File: src/hdl/url_percent_decoder_assert.svh
// assertion macros for the url percent decoder
`ifndef URL_PERCENT_DECODER_ASSERT_SVH
`define URL_PERCENT_DECODER_ASSERT_SVH

`ifndef SYNTHESIS
// checked property, off while reset is high
`define UPD_ASSERT(lbl, clk, rst, prop) \
   lbl: assert property (@(posedge clk) disable iff (rst) prop) \
      else $error("url decoder check failed");
// checked property, also during reset
`define UPD_ASSERT_ALWAYS(lbl, clk, prop) \
   lbl: assert property (@(posedge clk) prop) \
      else $error("url decoder check failed");
`else
`define UPD_ASSERT(lbl, clk, rst, prop)
`define UPD_ASSERT_ALWAYS(lbl, clk, prop)
`endif

`endif

File: src/hdl/upd_pkg.sv
// shared types and constants of the url percent decoder
package upd_pkg;

   localparam int CAP_WIDTH = 13;
   localparam logic [CAP_WIDTH-1:0] CAP_RESET = 13'd1024;

   localparam int FIFO_AW = 2;
   localparam int FIFO_DEPTH = 1 << FIFO_AW;

   localparam logic [7:0] CHAR_PERCENT = 8'h25;
   localparam logic [7:0] CHAR_PLUS = 8'h2B;
   localparam logic [7:0] CHAR_SPACE = 8'h20;

   localparam logic [1:0] ST_OK = 2'd0;
   localparam logic [1:0] ST_TOO_LONG = 2'd1;
   localparam logic [1:0] ST_CUT_SHORT = 2'd2;
   localparam logic [1:0] ST_BAD_HEX = 2'd3;

   typedef enum logic [3:0] {
      PH_PLAIN = 4'b0001,
      PH_HIGH  = 4'b0010,
      PH_LOW   = 4'b0100,
      PH_BADHI = 4'b1000
   } phase_type;

   // classified character as it sits in the queue
   typedef struct packed {
      logic       is_end;
      logic       is_pct;
      logic       is_plus;
      logic       hex_ok;
      logic [3:0] hex_val;
      logic [7:0] raw;
   } token_type;

endpackage

File: src/hdl/upd_if.sv
// request and response channel interfaces of the url percent decoder
interface upd_req_if;
   logic       valid;
   logic       ready;
   logic [7:0] in_byte;
   logic       end_mark;

   modport source (output valid, output in_byte, output end_mark, input ready);
   modport sink (input valid, input in_byte, input end_mark, output ready);
endinterface

interface upd_rsp_if;
   logic       valid;
   logic       ready;
   logic [7:0] out_byte;
   logic       is_end;
   logic [1:0] status;

   modport source (output valid, output out_byte, output is_end, output status,
                   input ready);
   modport sink (input valid, input out_byte, input is_end, input status,
                 output ready);
endinterface

File: src/hdl/url_percent_decoder.sv
// top level of the streaming url percent decoder
//
//   channel   dir   beat contents                      handshake
//   req_ch    in    in_byte, end_mark                  valid / ready
//   rsp_ch    out   out_byte, is_end, status           valid / ready
//   csr       in    csr_wdata (out_capacity, 13 bits)  csr_we, no stall
//
// sustains one request beat per clock while the queue has room; a byte
// or end result leaves through the queue stage, then the result register
// the four-entry token queue lets the request side keep going for four
// beats while the response side is stalled
// reset empties the queue and the result register, clears the string state
// and sets out_capacity to 1024
module url_percent_decoder
   import upd_pkg::*;
(
   input  logic                 clock,
   input  logic                 reset,
   upd_req_if.sink              req_ch,
   upd_rsp_if.source            rsp_ch,
   input  logic                 csr_we,
   input  logic [CAP_WIDTH-1:0] csr_wdata
);

   // destination size, terminator included; to be written only while idle, which the block does not enforce
   logic [CAP_WIDTH-1:0] csr_cap_ff, csr_cap_in;

   // classified beats on their way from front to back
   logic      push;
   token_type push_data;
   logic      fifo_full;
   logic      pop;
   logic      head_valid;
   token_type head_data;

   assign csr_cap_in = csr_we ? csr_wdata : csr_cap_ff;

   always_ff @(posedge clock) begin
      if (reset) begin
         csr_cap_ff <= CAP_RESET;
      end else begin
         csr_cap_ff <= csr_cap_in;
      end
   end

   // front: takes a beat whenever the queue has room and tags '%', '+',
   // hex digits and end marks
   upd_front u_front (
      .req_ch    (req_ch),
      .fifo_full (fifo_full),
      .push      (push),
      .push_data (push_data)
   );

   // queue that decouples the two sides
   upd_fifo u_fifo (
      .clock      (clock),
      .reset      (reset),
      .push       (push),
      .push_data  (push_data),
      .full       (fifo_full),
      .pop        (pop),
      .head_valid (head_valid),
      .head_data  (head_data)
   );

   // back: escape phases, capacity check, error latching and result beat;
   // tokens that give no result drain even while the output is stalled
   upd_back u_back (
      .clock        (clock),
      .reset        (reset),
      .out_capacity (csr_cap_ff),
      .head_valid   (head_valid),
      .head_data    (head_data),
      .pop          (pop),
      .rsp_ch       (rsp_ch)
   );

endmodule

File: src/hdl/upd_front.sv
// front end: accepts request beats and classifies each character
module upd_front
   import upd_pkg::*;
(
   upd_req_if.sink   req_ch,
   input  logic      fifo_full,
   output logic      push,
   output token_type push_data
);

   function automatic logic [4:0] hex_decode(input logic [7:0] c);
      logic [4:0] r;
      r = 5'd0;
      if (c >= 8'h30 && c <= 8'h39) begin
         r = {1'b1, 4'(c - 8'h30)};
      end else if (c >= 8'h61 && c <= 8'h66) begin
         r = {1'b1, 4'(c - 8'h57)};
      end else if (c >= 8'h41 && c <= 8'h46) begin
         r = {1'b1, 4'(c - 8'h37)};
      end
      return r;
   endfunction

   logic [4:0] hex;

   assign hex = hex_decode(req_ch.in_byte);

   assign req_ch.ready = !fifo_full;
   assign push = req_ch.valid && !fifo_full;

   always_comb begin
      push_data.is_end  = req_ch.end_mark;
      push_data.is_pct  = (req_ch.in_byte == CHAR_PERCENT);
      push_data.is_plus = (req_ch.in_byte == CHAR_PLUS);
      push_data.hex_ok  = hex[4];
      push_data.hex_val = hex[3:0];
      push_data.raw     = req_ch.in_byte;
   end

endmodule

File: src/hdl/upd_fifo.sv
// short token queue between front and back
`include "url_percent_decoder_assert.svh"
module upd_fifo
   import upd_pkg::*;
(
   input  logic      clock,
   input  logic      reset,
   input  logic      push,
   input  token_type push_data,
   output logic      full,
   input  logic      pop,
   output logic      head_valid,
   output token_type head_data
);

   localparam logic [FIFO_AW:0] FULL_CNT = (FIFO_AW + 1)'(FIFO_DEPTH);

   token_type          store_ff [FIFO_DEPTH];
   logic [FIFO_AW-1:0] wr_ptr_ff, wr_ptr_in;
   logic [FIFO_AW-1:0] rd_ptr_ff, rd_ptr_in;
   logic [FIFO_AW:0]   count_ff, count_in;
   logic               do_pop;

   assign full = (count_ff == FULL_CNT);
   assign head_valid = (count_ff != '0);
   assign head_data = store_ff[rd_ptr_ff];
   assign do_pop = pop && head_valid;

   always_comb begin
      wr_ptr_in = push ? wr_ptr_ff + 1'b1 : wr_ptr_ff;
      rd_ptr_in = do_pop ? rd_ptr_ff + 1'b1 : rd_ptr_ff;
      count_in  = count_ff;
      if (push && !do_pop) begin
         count_in = count_ff + 1'b1;
      end else if (!push && do_pop) begin
         count_in = count_ff - 1'b1;
      end
   end

   always_ff @(posedge clock) begin
      if (reset) begin
         wr_ptr_ff <= '0;
         rd_ptr_ff <= '0;
         count_ff  <= '0;
      end else begin
         wr_ptr_ff <= wr_ptr_in;
         rd_ptr_ff <= rd_ptr_in;
         count_ff  <= count_in;
      end
   end

   always_ff @(posedge clock) begin
      if (push) begin
         store_ff[wr_ptr_ff] <= push_data;
      end
   end

   // fill level matches the pointer distance unless the queue is full
   `UPD_ASSERT(a_fifo_level, clock, reset,
      (count_ff == FULL_CNT) || (count_ff[FIFO_AW-1:0] == (wr_ptr_ff - rd_ptr_ff)))

endmodule

File: src/hdl/upd_back.sv
// back end: escape state machine, byte count and result register
`include "url_percent_decoder_assert.svh"
module upd_back
   import upd_pkg::*;
(
   input  logic                 clock,
   input  logic                 reset,
   input  logic [CAP_WIDTH-1:0] out_capacity,
   input  logic                 head_valid,
   input  token_type            head_data,
   output logic                 pop,
   upd_rsp_if.source            rsp_ch
);

   phase_type            phase_ff, phase_in;
   logic [3:0]           nibble_ff, nibble_in;
   logic [CAP_WIDTH-1:0] count_ff, count_in;
   logic [1:0]           err_ff, err_in;

   logic       rsp_valid_ff, rsp_valid_in;
   logic [7:0] rsp_byte_ff, rsp_byte_in;
   logic       rsp_end_ff, rsp_end_in;
   logic [1:0] rsp_status_ff, rsp_status_in;

   logic       emit;
   logic [7:0] emit_byte;
   logic [1:0] emit_status;
   logic       cap_zero;
   logic       cap_full;
   logic       out_free;

   assign cap_zero = (out_capacity == '0);
   assign cap_full = cap_zero || (count_ff >= (out_capacity - 1'b1));
   assign out_free = !rsp_valid_ff || rsp_ch.ready;

   always_comb begin
      phase_in    = phase_ff;
      nibble_in   = nibble_ff;
      count_in    = count_ff;
      err_in      = err_ff;
      emit        = 1'b0;
      emit_byte   = 8'd0;
      emit_status = ST_OK;
      if (head_data.is_end) begin
         emit = 1'b1;
         emit_status = err_ff;
         if (err_ff == ST_OK) begin
            if (cap_zero) begin
               emit_status = ST_TOO_LONG;
            end else if (phase_ff != PH_PLAIN) begin
               emit_status = ST_CUT_SHORT;
            end
         end
         phase_in  = PH_PLAIN;
         nibble_in = 4'd0;
         count_in  = '0;
         err_in    = ST_OK;
      end else if (err_ff == ST_OK) begin
         unique case (phase_ff)
            PH_PLAIN: begin
               if (cap_full) begin
                  err_in = ST_TOO_LONG;
               end else if (head_data.is_pct) begin
                  phase_in = PH_HIGH;
               end else begin
                  emit = 1'b1;
                  emit_byte = head_data.is_plus ? CHAR_SPACE : head_data.raw;
                  count_in = count_ff + 1'b1;
               end
            end
            PH_HIGH: begin
               nibble_in = head_data.hex_ok ? head_data.hex_val : 4'd0;
               phase_in  = head_data.hex_ok ? PH_LOW : PH_BADHI;
            end
            PH_LOW: begin
               phase_in = PH_PLAIN;
               if (!head_data.hex_ok) begin
                  err_in = ST_BAD_HEX;
               end else begin
                  emit = 1'b1;
                  emit_byte = {nibble_ff, head_data.hex_val};
                  count_in = count_ff + 1'b1;
               end
            end
            PH_BADHI: begin
               phase_in  = PH_PLAIN;
               nibble_in = 4'd0;
               err_in    = ST_BAD_HEX;
            end
            default: begin
               phase_in = PH_PLAIN;
            end
         endcase
      end
   end

   // tokens with no result never wait for the output register
   assign pop = head_valid && (!emit || out_free);

   always_comb begin
      rsp_valid_in  = rsp_valid_ff && !rsp_ch.ready;
      rsp_byte_in   = rsp_byte_ff;
      rsp_end_in    = rsp_end_ff;
      rsp_status_in = rsp_status_ff;
      if (pop && emit) begin
         rsp_valid_in  = 1'b1;
         rsp_byte_in   = emit_byte;
         rsp_end_in    = head_data.is_end;
         rsp_status_in = emit_status;
      end
   end

   always_ff @(posedge clock) begin
      if (reset) begin
         phase_ff     <= PH_PLAIN;
         nibble_ff    <= 4'd0;
         count_ff     <= '0;
         err_ff       <= ST_OK;
         rsp_valid_ff <= 1'b0;
      end else begin
         if (pop) begin
            phase_ff  <= phase_in;
            nibble_ff <= nibble_in;
            count_ff  <= count_in;
            err_ff    <= err_in;
         end
         rsp_valid_ff <= rsp_valid_in;
      end
   end

   always_ff @(posedge clock) begin
      rsp_byte_ff   <= rsp_byte_in;
      rsp_end_ff    <= rsp_end_in;
      rsp_status_ff <= rsp_status_in;
   end

   assign rsp_ch.valid    = rsp_valid_ff;
   assign rsp_ch.out_byte = rsp_byte_ff;
   assign rsp_ch.is_end   = rsp_end_ff;
   assign rsp_ch.status   = rsp_status_ff;

   // a latched error always leaves the escape machine in plain state
   `UPD_ASSERT(a_err_plain, clock, reset, (err_ff != ST_OK) |-> (phase_ff == PH_PLAIN))
   // end results carry a zero byte, byte results carry ok status
   `UPD_ASSERT(a_rsp_fields, clock, reset,
      rsp_valid_ff |-> (rsp_end_ff ? (rsp_byte_ff == 8'd0) : (rsp_status_ff == ST_OK)))
   // an end token always clears the string state
   `UPD_ASSERT_ALWAYS(a_end_clears, clock,
      (!reset && pop && head_data.is_end) |=> (err_ff == ST_OK && count_ff == '0))

endmodule

File: src/flat_wrapper.sv
// flat-port wrapper written by rule: the top's interface ports become plain ports
module url_percent_decoder_flat import upd_pkg::*;
  (clock, reset, csr_we, csr_wdata, req_ch_valid, req_ch_in_byte, req_ch_end_mark, req_ch_ready, rsp_ch_valid, rsp_ch_out_byte, rsp_ch_is_end, rsp_ch_status, rsp_ch_ready);
  upd_req_if req_ch_i ();
  upd_rsp_if rsp_ch_i ();
  input  logic clock;
  input  logic reset;
  input  logic csr_we;
  input  logic [CAP_WIDTH-1:0] csr_wdata;
  input wire logic [$bits(req_ch_i.valid)-1:0] req_ch_valid;
  input wire logic [$bits(req_ch_i.in_byte)-1:0] req_ch_in_byte;
  input wire logic [$bits(req_ch_i.end_mark)-1:0] req_ch_end_mark;
  output wire logic [$bits(req_ch_i.ready)-1:0] req_ch_ready;
  output wire logic [$bits(rsp_ch_i.valid)-1:0] rsp_ch_valid;
  output wire logic [$bits(rsp_ch_i.out_byte)-1:0] rsp_ch_out_byte;
  output wire logic [$bits(rsp_ch_i.is_end)-1:0] rsp_ch_is_end;
  output wire logic [$bits(rsp_ch_i.status)-1:0] rsp_ch_status;
  input wire logic [$bits(rsp_ch_i.ready)-1:0] rsp_ch_ready;
  assign req_ch_i.valid = req_ch_valid;
  assign req_ch_i.in_byte = req_ch_in_byte;
  assign req_ch_i.end_mark = req_ch_end_mark;
  assign req_ch_ready = req_ch_i.ready;
  assign rsp_ch_valid = rsp_ch_i.valid;
  assign rsp_ch_out_byte = rsp_ch_i.out_byte;
  assign rsp_ch_is_end = rsp_ch_i.is_end;
  assign rsp_ch_status = rsp_ch_i.status;
  assign rsp_ch_i.ready = rsp_ch_ready;
  url_percent_decoder u_core (.clock(clock), .reset(reset), .req_ch(req_ch_i), .rsp_ch(rsp_ch_i), .csr_we(csr_we), .csr_wdata(csr_wdata));
endmodule
File: config.mk
export PLATFORM = sky130hd
export DESIGN_NAME = url_percent_decoder_flat
export DESIGN_NICKNAME = d
export VERILOG_FILES = /design/src/hdl/upd_pkg.sv /design/src/hdl/upd_if.sv /design/src/hdl/url_percent_decoder.sv /design/src/hdl/upd_front.sv /design/src/hdl/upd_fifo.sv /design/src/hdl/upd_back.sv /design/src/flat_wrapper.sv
export VERILOG_INCLUDE_DIRS = /design/src /design/src/hdl
export SDC_FILE = /design/constraint.sdc
export NUM_CORES = 1
export LEC_CHECK = 0
export BUFFER_PORTS_ARGS = -buffer_cell sky130_fd_sc_hd__buf_4
export CAP_MARGIN = 20
export CORE_MARGIN = 10
export CORE_UTILIZATION = 45
export DETAILED_ROUTE_END_ITERATION = 8
export HOLD_SLACK_MARGIN = 0.06
export PLACE_DENSITY_LB_ADDON = 0.05
export SYNTH_ARGS = -nofsm -noshare
export SYNTH_HDL_FRONTEND = slang
export SYNTH_SLANG_ARGS = --single-unit
File: constraint.sdc
create_clock -name clock -period 4.1 [get_ports clock]
set_input_delay 0 -clock clock [delete_from_list [all_inputs] [get_ports clock]]
set_output_delay 0 -clock clock [all_outputs]
set_load 0.05 [all_outputs]
After elaboration in Yosys (flattened, before gate mapping)
Memory sizes are Yosys's and may differ from the RTL's. A register that Yosys moved wholly into a read port is not among the register bits. Cells that the tools add are included.

Word-level logic and storage cells: 121. Output and inout bits: 13. Input bits: 27. Bits in writable memories: 64. Memories: 1. Register bits: 55.

Memory list: u_core.u_fifo.store_ff (depth 4, bits a word 16, rd ports 1, clocked after Yosys merged registers in 1, write ports 1, line upd_fifo.sv:18) `token_type store_ff [FIFO_DEPTH];`.

Order comparisons: 7. Add/sub/neg operators: 9. Reductions and logical operators: 32. Mux-type cells: 45. Equal/unequal tests: 14. Bitwise operators: 1.

Operators by type and width (number): 2-to-1 mux 13 bit (5); 2-to-1 mux 4 bit (8); 2-to-1 mux 8 bit (4); one-hot mux 13 bit (2 select lines) (1); 2-to-1 mux 2 bit (9); equality test 8 x 6 -> 1 bit, second input constant (2); >= comparator 8 x 7 -> 1 bit, second input constant (2); less-or-equal comparator 8 x 7 -> 1 bit, second input constant (2); one-hot mux 4 bit (2 select lines) (2); one-hot mux 8 bit (2 select lines) (1); 2-to-1 mux 5 bit (3); inequality test 3 bit, second input constant (5); adder 13 x 1 -> 13 bit, second input constant (1); >= comparator 13 bit (1); logical NOT 13 bit (1); subtractor 13 x 1 -> 13 bit, second input constant (1); logical AND 1 bit (10); nonzero test 3 bit (3); >= comparator 8 x 6 -> 1 bit, second input constant (1); less-or-equal comparator 8 x 6 -> 1 bit, second input constant (1); 2-to-1 mux 1 bit (8); subtractor 4 x 3 -> 4 bit, second input constant (2); logical NOT 1 bit (6); 2-to-1 mux 3 bit (2); 23 further kinds (27).

Longest topological paths before layout
Depth in word-level cells: 14. Mapped depth: 17. Mapped depth without buffers: 17.

Hierarchy
A second synthesis with hierarchy kept.

Cell total of the unflattened synthesis: 475. Area total of the unflattened synthesis: 5959.5 um^2.

Modules (own cells, without submodules): upd_fifo (times used 1, cells an instance 128, area each 2790.2 um^2, sequential area each 2102.0 um^2); upd_back (times used 1, cells an instance 266, area each 2396.0 um^2, sequential area each 810.8 um^2); url_percent_decoder (times used 1, cells an instance 42, area each 475.5 um^2, sequential area each 260.2 um^2); upd_front (times used 1, cells an instance 39, area each 297.8 um^2, sequential area each 0.0 um^2).

Least setup slack after synthesis
OpenSTA, ideal clock, no wires.

Path kind: register to register. Start: register u_core.csr_cap_ff[2]. End: register u_core.u_fifo.count_ff[2]. Path buffers: 0. Data arrival time: 4.069 ns. Library setup time: 0.071 ns. Stages on the path, launching flop included: 17. Data required time: 4.029 ns. Period minus slack after synthesis: 4.140 ns. Slack: -0.040 ns. Path through: dfxtp_1 nor4_1 nand2_1 nor3_1 xnor2_1 ha_1 a21oi_1 o21ai_0 o21bai_1 nand4_4 a211oi_4 ha_1 inv_1 fa_1 xor2_1 or3_1 a21oi_1.

Cells in the longest elaborated chain, start to end: 14. Elaborated cells between the ends (all ways): 17. Those cells by class: 1 x add/sub; 1 x order compare; 5 x mux; 10 x reduce/logical.

Ends and longest elaborated chain: start: declaration (line url_percent_decoder.sv:26) `logic [CAP_WIDTH-1:0] csr_cap_ff, csr_cap_in;`; start signal: assignment (line url_percent_decoder.sv:42) `csr_cap_ff <= csr_cap_in;`; subtractor 13 x 1 -> 13 bit (line upd_back.sv:33) `assign cap_full = cap_zero || (count_ff >= (out_capacity - 1'b1));`; >= comparator 13 bit (line upd_back.sv:33); logical OR 1 bit * (line upd_back.sv:33); 2-to-1 mux 1 bit * (line upd_back.sv:61) `if (cap_full) begin`; one-hot mux 1 bit (2 select lines) * (line upd_back.sv:59) `unique case (phase_ff)`; 2-to-1 mux 1 bit * (line upd_back.sv:58) `end else if (err_ff == ST_OK) begin`; 2-to-1 mux 1 bit * (line upd_back.sv:44) `if (head_data.is_end) begin`; logical NOT 1 bit * (line upd_back.sv:98) `assign pop = head_valid && (!emit || out_free);`; logical OR 1 bit * (line upd_back.sv:98); logical AND 1 bit * (line upd_back.sv:98); logical AND 1 bit * (line upd_fifo.sv:27) `assign do_pop = pop && head_valid;`; logical NOT 1 bit (line upd_fifo.sv:33) `if (push && !do_pop) begin`; logical AND 1 bit (line upd_fifo.sv:33); 2-to-1 mux 3 bit / nonzero test 2 bit (equally long branches); end signal: assignment (line upd_fifo.sv:48) `count_ff <= count_in;`; end: declaration (line upd_fifo.sv:21) `logic [FIFO_AW:0] count_ff, count_in;`.

Every way passes the cells marked *; elsewhere a longest branch is shown, timed or not. A chain may end at the register's enable or synchronous reset.

Worst setup path after layout
Start: register u_core.csr_cap_ff[7]. End: register u_core.u_fifo.count_ff[2].

The elaborated chain is that of the path after synthesis.

==> results.json <==
{
  "status": "completed",
  "synthSimpleGateAreaFrac_pct": 14.9,
  "syn2layout_area_growth_pct": 28.5,
  "final_nets": 629,
  "setup_tns_ns": 0,
  "synth_area_leaders": "edfxtp_1 (39%), dfxtp_1 (16%), mux4_2 (6.3%), ha_1 (5.4%), mux2i_1 (4.2%)",
  "grt_overflow_total": 0,
  "die_y_um": 133,
  "hp-class": "in2reg",
  "clkTransAtPathRegs_ns": 0.05,
  "grt_pass1_wl_um": 21500,
  "htreeDepth": 4,
  "slew_violations": 0,
  "cts_tree": "yes",
  "insertedDiodeCount": 0,
  "final_area_um2": 7380,
  "core-area_um2": 12600,
  "avgSynthCellArea_um2": 12.1,
  "critPathLaunchType": "flop",
  "io_buffers": 39,
  "vdd.ir_drop.worst_mv": 0.342,
  "cts_buffer_depth": 2,
  "synth_edf_count": 75,
  "gp_congestion": 0.831,
  "arrival_ns": 4.22,
  "post-dp-hpwl_um": 8550,
  "ys_types": 59,
  "synth_fa_ha_area_share_pct": 5.79,
  "worst_pin_slew_ns": 0.885,
  "finalHoldViolCount": 0,
  "die-width_um": 133,
  "routed_wl_um": 12800,
  "cp-end-kind": "flop",
  "synth_mux_area_share_pct": 10.6,
  "synth_compound_area_share_pct": 7.99,
  "drc": 0,
  "synth_top_area_cell": "edfxtp_1",
  "synth_top_family_by_area": "simple AND/OR/NAND/NOR gates",
  "critPathKind": "reg2reg",
  "clk_latency_ns": 0.42,
  "num_vias": 3994,
  "clock-root-buffer": "clkbuf_16",
  "grt_max_degree": 29,
  "placedCellCount": 677,
  "required_ns": 4.45,
  "synth_xor_area_share_pct": 3.05,
  "dr.pass1.iters": 6,
  "cp_max_fo": 5,
  "synthCells": 474,
  "period_share_pct": 94.5,
  "final_cells": 761,
  "setup_viol": 0,
  "antenna_found_initial": 0,
  "hold_ws_ns": 0.0774,
  "cts.sinks": 121,
  "grt_pass1_vias": 4204,
  "clock.fmax_mhz": 258,
  "num_io_pins": 40,
  "ys_warn_count": 0,
  "p_leak_nw": 2.80,
  "powerDensity_nw_per_um2": 664,
  "ys_ff_latch": 121,
  "clock_skew_ns": 0.00902,
  "synth-async-reset-ratio_pct": 0,
  "drive_gt1_share_pct": 18.7,
  "wl_per_cell_um": 16.8,
  "antenna_left": 0,
  "ys_seq_area_share_pct": 55.2,
  "drtIter0Drc": 337,
  "synth_top_area_share_pct": 39.2,
  "syn_area_um2": 5750,
  "cts_made_buffers": 17,
  "synth_flop_cell": "edfxtp_1",
  "place_area_um2": 6260,
  "timing.slew.headroom_pct": 41.0,
  "fin_crit_ns": 3.88,
  "rows": 41,
  "synth_nets": 527,
  "max-cap-violations": 0,
  "drt-vias-per-instance": 5.25,
  "start_util_pct": 45.7,
  "grt_usage_pct": 15.4,
  "die_area_um2": 17700
}
==> state kept, by name (all words and copies together), names as in the netlist, named ones only <==
| name | cells |
|---|---|
| u_core.u_fifo.wr_ptr_ff | 2 |
| u_core.u_back.rsp_ch.is_end | 1 |
| u_core.u_back.nibble_ff | 4 |
| u_core.u_fifo.count_ff | 3 |
| u_core.csr_cap_ff | 13 |
| u_core.u_fifo.store_ff | 64 |
| u_core.u_back.err_ff | 2 |
| u_core.u_back.rsp_ch.status | 2 |
| u_core.u_back.phase_ff | 4 |
| u_core.u_fifo.rd_ptr_ff | 2 |
| u_core.u_back.count_ff | 13 |
| u_core.u_back.rsp_ch.out_byte | 8 |
| u_core.u_back.rsp_ch.valid | 1 |
==> layout by cell type (no fill, tap or decap), drive strengths merged, types with 9 or more instances in the layout <==
master       instances
a21oi               26
buf                 49
clkbuf              20
clkinv               9
dfxtp               46
dlygate4sd3         50
edfxtp              75
ha                  25
inv                 18
mux2i               24
mux4                16
nand2               29
nand3               14
nor2                56
nor3                14
o21ai               13
xnor2               13
==> worst max-delay path: stages, from the launching register on <==
cell	delay [ns]
dfxtp_1	0.35
or4_4	0.56
nor3_4	0.23
nand3_1	0.11
xor2_1	0.15
ha_1	0.31
a21oi_1	0.13
o21ai_1	0.09
a21oi_2	0.18
nand4_4	0.13
a211oi_4	0.29
ha_2	0.22
inv_1	0.05
fa_1	0.37
xor2_1	0.19
or3_1	0.30
a21oi_1	0.15
==> cell usage after synthesis, types with 9 or more instances <==
| cell | count |
|---|---|
| edfxtp_1 | 75 |
| nor3_1 | 13 |
| mux2i_1 | 24 |
| xnor2_1 | 13 |
| clkbuf_1 | 9 |
| mux4_2 | 16 |
| o21ai_0 | 10 |
| ha_1 | 25 |
| inv_1 | 16 |
| nor2_1 | 54 |
| a21oi_1 | 26 |
| nand2_1 | 29 |
| nand3_1 | 14 |
| dfxtp_1 | 46 |
==> final timing paths <==
| kind | from | to | slack [ns] | cells after the start |
|---|---|---|---|---|
| setup reg to reg | u_core.csr_cap_ff[7] | u_core.u_fifo.count_ff[2] | 0.22 | 16 |
| hold / removal | req_ch_valid | u_core.u_fifo.wr_ptr_ff[0] | 0.08 | 4 |
| hold reg to reg | u_core.u_back.nibble_ff[2] | u_core.u_back.nibble_ff[2] | 0.46 | 2 |
| setup / recovery | u_core.csr_cap_ff[7] | u_core.u_fifo.count_ff[2] | 0.22 | 16 |
==> report_power, final <==
group | internal, mW | total (mW) | leakage, nW | switching, mW
combinational | 0.677 | 1.75 | 1.45 | 1.07
clock | 1.00 | 1.51 | 0.291 | 0.504
sequential | 1.54 | 1.64 | 1.06 | 0.109
total | 3.21 | 4.90 | 2.80 | 1.69
==> routing by layer <==
metal  wire, µm  global-route usage [%]  vias to the layer above
met4        219                    6.66                        0
li1           -                       -                     1963
met1       6060                    20.6                     1929
met5          0                       0                        -
met2       5890                    23.0                       79
met3        633                    4.01                       23
==> layout make-up <==
cell class	count	area, µm²
inverters	19	71.3
repair buffers	99	868
clock inverters	12	155
flip-flops and latches	121	3170
clock buffers	20	437
well taps	172	215
multi-input cells	318	2460
fillers	1039	5190
==> per-stage QoR <==
| stage | worst slack [ns] | total power [mW] | util (%) |
|---|---|---|---|
| 2_1_floorplan | 0.0964 | 2.89 | - |
| 3_3_place_gp | 0.282 | 3.34 | 49.8 |
| 3_5_place_dp | 0.162 | 3.36 | 49.8 |
| 4_1_cts | 0.132 | 4.94 | 58.5 |
| 5_1_grt | -0.00901 | 5.17 | 58.7 |
| 6_report | 0.224 | 4.90 | 58.7 |
==> logic make-up (layout without fill, tap and decap cells) <==
group,Yosys count,count (layout)
compound gates,67,67
mux,41,41
flops,121,121
simple gates,164,164
xor+xnor,20,20
fa+ha+maj,26,26
buf+inv,35,150
==> repair_timing <==
action | in CTS | in global routing
gates resized for setup | 0 | 5
endpoints found under the setup margin | 0 | 1
setup buffers | 0 | 2
endpoints found under the hold margin | 67 | 0
hold buffers | 50 | 0
(Power assumes the default switching activity.)
